## config.mk

```make
export PLATFORM = sky130hd
export DESIGN_NAME = gpp_ctrl
export DESIGN_NICKNAME = d
export VERILOG_FILES = /design/src/sv/gpp_pkg.sv /design/src/sv/gpp_ctrl.sv
export SDC_FILE = /design/constraint.sdc
export NUM_CORES = 1
export LEC_CHECK = 0
export ABC_CLOCK_PERIOD_IN_PS = 4000
export BUFFER_PORTS_ARGS = -buffer_cell sky130_fd_sc_hd__buf_2
export CAP_MARGIN = 20
export CORE_AREA = 2 2 39 41
export CTS_CLUSTER_SIZE = 8
export DETAILED_ROUTE_END_ITERATION = 8
export DIE_AREA = 0 0 41 43
export GPL_TIMING_DRIVEN = 0
export PLACE_DENSITY = 0.72
export SLEW_MARGIN = 0
export SYNTH_ARGS = -nofsm -noshare
export SYNTH_HDL_FRONTEND = slang
export SYNTH_SLANG_ARGS = --single-unit
```

## constraint.sdc

```tcl
create_clock -name clk_i -period 4 [get_ports clk_i]
set_input_delay 0.8 -clock clk_i [delete_from_list [all_inputs] [get_ports clk_i]]
set_output_delay 0.8 -clock clk_i [all_outputs]
set_load 0.02 [all_outputs]
```

## src/sv/gpp_pkg.sv

```systemverilog
// Shared constants, types and helpers of the prime pair finder.
package gpp_pkg;

  localparam int VAL_W     = 20;
  localparam int MAX_VALUE = 1048576;
  localparam int MAP_AW    = $clog2(MAX_VALUE);
  localparam int CNT_W     = MAP_AW + 1;
  localparam int ROOT_W    = (MAP_AW + 1) / 2 + 1;
  localparam int SQ_W      = 2 * ROOT_W;
  localparam int EXT_W     = ((VAL_W > CNT_W) ? VAL_W : CNT_W) + 1;

  localparam int FIRST_PRIME = 2;
  localparam int FIRST_ODD   = 3;
  localparam int ODD_STEP    = 2;

  typedef struct packed {
    logic clr_step;
    logic sieve_init;
    logic sq_load;
    logic rd_sieve;
    logic i_inc;
    logic mark_load;
    logic mark_step;
    logic query_load;
    logic probe_latch;
    logic p_step;
    logic res_found;
    logic res_none;
  } dp_cmd_t;

  typedef struct packed {
    logic clr_last;
    logic sq_big;
    logic i_comp;
    logic mark_last;
    logic probe_out;
    logic pair_ok;
  } dp_status_t;

  function automatic logic in_map(input logic [VAL_W-1:0] v);
    return EXT_W'(v) < EXT_W'(MAX_VALUE);
  endfunction

  function automatic logic [MAP_AW-1:0] map_addr(input logic [VAL_W-1:0] v);
    return MAP_AW'(v);
  endfunction

endpackage

```

## src/sv/gpp_ctrl.sv

```systemverilog
// Controller: sieve build sequence after reset, then the candidate search.
module gpp_ctrl (
  input  logic                clk_i,
  input  logic                rst_ni,
  input  logic                start_i,
  input  gpp_pkg::dp_status_t status_i,
  output gpp_pkg::dp_cmd_t    cmd_o,
  output logic                busy_o
);
  import gpp_pkg::*;

  typedef enum logic [6:0] {
    S_CLEAR = 7'b0000001,
    S_SQ    = 7'b0000010,
    S_CHECK = 7'b0000100,
    S_MARK  = 7'b0001000,
    S_IDLE  = 7'b0010000,
    S_PROBE = 7'b0100000,
    S_EVAL  = 7'b1000000
  } state_e;

  state_e state_q, state_d;

  always_comb begin
    state_d = state_q;
    cmd_o   = '0;
    case (state_q)
      S_CLEAR: begin
        cmd_o.clr_step = 1'b1;
        if (status_i.clr_last) begin
          cmd_o.sieve_init = 1'b1;
          state_d          = S_SQ;
        end
      end
      S_SQ: begin
        cmd_o.sq_load  = 1'b1;
        cmd_o.rd_sieve = 1'b1;
        state_d        = S_CHECK;
      end
      S_CHECK: begin
        if (status_i.sq_big) begin
          state_d = S_IDLE;
        end else if (status_i.i_comp) begin
          cmd_o.i_inc = 1'b1;
          state_d     = S_SQ;
        end else begin
          cmd_o.mark_load = 1'b1;
          state_d         = S_MARK;
        end
      end
      S_MARK: begin
        cmd_o.mark_step = 1'b1;
        if (status_i.mark_last) begin
          cmd_o.i_inc = 1'b1;
          state_d     = S_SQ;
        end
      end
      S_IDLE: begin
        if (start_i) begin
          cmd_o.query_load = 1'b1;
          state_d          = S_PROBE;
        end
      end
      S_PROBE: begin
        if (status_i.probe_out) begin
          cmd_o.res_none = 1'b1;
          state_d        = S_IDLE;
        end else begin
          cmd_o.probe_latch = 1'b1;
          state_d           = S_EVAL;
        end
      end
      S_EVAL: begin
        if (status_i.pair_ok) begin
          cmd_o.res_found = 1'b1;
          state_d         = S_IDLE;
        end else begin
          cmd_o.p_step = 1'b1;
          state_d      = S_PROBE;
        end
      end
      default: begin
        state_d = S_CLEAR;
      end
    endcase
  end

  always_ff @(posedge clk_i or negedge rst_ni) begin
    if (!rst_ni) begin
      state_q <= S_CLEAR;
    end else begin
      state_q <= state_d;
    end
  end

  assign busy_o = (state_q != S_IDLE);

endmodule

```

; ---- Word-level counts from Yosys, hierarchy flattened
; Cells that the tools add are included.
[totals]
regBits = 7
latch_bits = 0
mem_bits_rw = 0
rom_bits = 0
in_bits = 9
out_inout_bits = 13
mem_count = 0
[op_classes]
add_sub_neg = 0
multipliers = 0
div_mod_pow = 0
magnitude_cmp = 0
n_eq_ne = 11
shifts = 0
mux = 27
n_bitwise = 0
reduce_logical = 1
[op_table]
columns = op, n
row1 = $pmux W7 S7, 1
row2 = $mux W7, 5
row3 = $mux W1, 14
row4 = $mux W2, 4
row5 = $eq A7 B1 Y1 const B, 1
row6 = $eq A7 B2 Y1 const B, 1
row7 = $eq A7 B3 Y1 const B, 1
row8 = $eq A7 B4 Y1 const B, 1
row9 = $eq A7 B5 Y1 const B, 1
row10 = $eq A7 B6 Y1 const B, 1
row11 = $eq A7 B7 Y1 const B, 1
row12 = $ne A7 B5 Y1 const B, 1
row13 = $mux W6, 1
row14 = $ne A2 B2 Y1 const B, 3
row15 = $mux W4, 1
row16 = $reduce_and A3 Y1, 1
row17 = $pmux W1 S2, 1

; ---- Logic depth before layout (Yosys ltp)
[logic_depth]
depth_word = 3
mapped_depth = 5

; ---- Least setup slack after synthesis
; OpenSTA, ideal clock, no wires.
[synth_timing]
path_kind = reg2out
from = register state_q[5]
to = output port cmd_o[9] (netlist name)
t_arrival_ps = 1802
required_ps = 3200
setup_slack_ps = 1398
path_stages_with_launch = 6
path_cell_list = dfrtp_1 > clkbuf_1 > nor3_1 > nand2_1 > nor3b_1 > buf_4
[synth_rtl]
columns = item, line_no
row1 = "start, declared", gpp_ctrl.sv:22  ; state_e state_q, state_d;
row2 = "start signal, assigned", gpp_ctrl.sv:92  ; state_q <= state_d;
row3 = "end, declared", gpp_ctrl.sv:7  ; output gpp_pkg::dp_cmd_t cmd_o,

==> results.sh <==
export IMPL_crit_slowest_cell="or4_4"
export IMPL_largestRegisters="state_q x7"
export IMPL_syn_area_um2=581.8
export IMPL_yosysTopAreaCellShare=0.2581
export IMPL_slew_violations=0
export IMPL_fin_skew_ns=0.004165
export IMPL_rrSetupSlack_ns=2.35
export IMPL_worst_slew_pin_slew_ns=0.3668
export IMPL_total_power_mw=0.3725
export IMPL_syn_area_per_cell_um2=7.862
export IMPL_rr_worst_depth=5
export IMPL_first_iter_violations=16
export IMPL_io_buffers=21
export IMPL_drc_errors=0
export IMPL_crit_path_end_kind="output pin"
export IMPL_cts_sinks=7
export IMPL_drtPass1Iterations=4
export IMPL_synth_most_common_cell="nor2_1"
export IMPL_place_congestion=0.8157
export IMPL_synthArstFlopShare=1.000
export IMPL_ys_ff_latch=7
export IMPL_finalHoldViolations=0
export IMPL_critPathArrivalTime_ns=1.97
export IMPL_grt_antenna_before_repair=0
export IMPL_totalWireLength_mm=1.310
export IMPL_seq_area_frac_synth=0.3032
export IMPL_wl_per_cell_um=11.39
export IMPL_via_per_inst=5.183
export IMPL_synth_edf_count=0
export IMPL_grt_pass1_vias=514
export IMPL_postSynthCellCount=74
export IMPL_crit_fanout=9
export IMPL_reg2reg_from="state_q[4]$_DFFE_PN0P_"
export IMPL_largest_register_ffs=7
export IMPL_setup_viol=0
export IMPL_ys_types=34
export IMPL_fp_row_count=14
export IMPL_clock_latency_ns=0.26
export IMPL_path_cells="buf_2 -> or4_4 -> or4_4 -> nor2_2 -> buf_2"
export IMPL_clock_path_buffers=2
export IMPL_n_antenna_cell=0
export IMPL_ys_flop_type="dfrtp_1"
export IMPL_p_leak_nw=0.3839
export IMPL_crit_required_ns=3.20
export IMPL_hp_class="in -> async"
export IMPL_clk_pin_slew_ns=0.06
export IMPL_peakVddDrop_uv=246.0
export IMPL_yosys_top_cells_area="dfrtp_1 26%, nor2_1 7.1%, dfstp_2 4.5%"
export IMPL_globalRouteTotalUtil=0.1879
export IMPL_ant_nets=0
export IMPL_relSlewSlack=0.7536
export IMPL_rsz0062_at_grt="no"
export IMPL_nNetsFinal=109
export IMPL_p_per_area_nw_per_um2=508.1
export IMPL_syn_nets=83
export IMPL_cts_resized=0
export IMPL_cts_tree="built"
export IMPL_pin_count=22
export IMPL_grt_max_degree=10
export IMPL_synth_top_area_cell="dfrtp_1"
export IMPL_crit_type="reg -> out"
export IMPL_holdBufCountCts=0
export IMPL_numCtsBuffers=3
export IMPL_fmax_ghz=0.3609
export IMPL_fin_tns_setup_ns=0
export IMPL_num_vias=596
export IMPL_synth_top_cells_by_count="11 x nor2_1, 7 x inv_1, 6 x dfrtp_1, 5 x nand2_1, 4 x nor3_1"
export IMPL_crit_path_start_kind="flip-flop"
export IMPL_top_register="state_q"
export IMPL_fp_dieH_um=43
export IMPL_worstReg2RegEnd="state_q[1]$_DFFE_PN0P_"
export IMPL_status="completed"
export IMPL_drive_gt1_frac=0.3535
export IMPL_die_area_um2=1763
export IMPL_htreeDepth=1
export IMPL_min_period_over_period=0.6927
export IMPL_post_route_min_period_ns=2.771
export IMPL_ys_warn_count=0
export IMPL_root_buffer="clkbuf_4"
export IMPL_areaGrowthSynthToFinish_pct=26.02
export IMPL_postCtsSetupBuffers=0
export IMPL_die_w_um=41
export IMPL_grt_ovfl_total=0
export IMPL_initial_core_util=0.4204
export IMPL_finish_utilization=0.5298
export IMPL_dp_hpwl_um=989.6
export IMPL_critPathMaxStageDelay_ns=0.51
export IMPL_grt_pass1_wl_mm=2.139
export IMPL_core_area_um2=1384
export IMPL_maxCapViolCount=0
worst max-delay path: cells and delay by family, from the launching register on:
kind | cells | cell delay (ns)
buf+inv | 2 | 0.33
flops | 1 | 0.35
simple gates | 3 | 1.03
logic make-up after synthesis:
kind of cell,Yosys count,share of synthesized area
AOI/OAI and AO/OA,12,0.1463
xor gates and xnor gates,2,0.03011
buffers and inverters,14,0.1462
DFF,7,0.3032
and+or+nand+nor,39,0.3742
area by class of cell:
type                       instances  area (um2)
timing repair buffer              21       105.1
clock buffer                       4       26.28
multi-input combinational         53       320.3
fill                             143       650.6
tap                               16       20.02
inverter                           7       26.28
sequential                         7       176.4
buffer                             7       58.81
per-layer routing:
metal,wire (um),GRT usage
met2,600,0.2719
met3,85,0.03141
met4,51,0.1600
met1,573,0.2262
met5,0,0
worst max path at each step:
stage,start,to,slack (ns),depth (start not counted)
4_1_cts,state_q[2]$_DFFE_PN0P_,cmd_o[4],1.23,5
3_3_place_gp,status_i[4],cmd_o[7],1.52,5
2_1_floorplan,state_q[5]$_DFFE_PN0P_,cmd_o[9],1.40,5
5_1_grt,state_q[2]$_DFFE_PN0P_,cmd_o[3],1.12,6
6_report,state_q[2]$_DFFE_PN0P_,cmd_o[4],1.23,5
3_5_place_dp,status_i[4],cmd_o[7],1.50,5
through the flow:
stage | instance area, um2 | hold slack (ns) | std cells | setup slack (ns)
2_1_floorplan | 581.8 | 0.5044 | 74 | 1.398
3_3_place_gp | 706.9 | 0.6168 | 111 | 1.521
3_5_place_dp | 706.9 | 0.6104 | 111 | 1.504
4_1_cts | 733.2 | 0.3659 | 115 | 1.226
5_1_grt | 733.2 | 0.3704 | 115 | 1.115
6_report | 733.2 | 0.3655 | 115 | 1.229
power breakdown:
part / internal, mW / total [mW] / switching, mW
clock network: 0.0383 / 0.0672 / 0.0290
logic: 0.0879 / 0.206 / 0.118
registers: 0.0894 / 0.0995 / 0.0101
total: 0.216 / 0.373 / 0.157
placed cells by master, fill, tap and decap left out, drive strengths merged, types with 2 or more instances in the layout:
cell type  synthesis  routed
dfrtp              6       6
buf                5      26
nor2              12      12
nand4b             2       2
nor3               5       5
o21ai              2       2
clkbuf             2       6
nand3              3       3
xor2               2       2
or4                2       2
inv                7       7
and3               3       3
nand2              5       5
nor3b              3       3
Note: power is estimated with default switching activity, not from simulation.
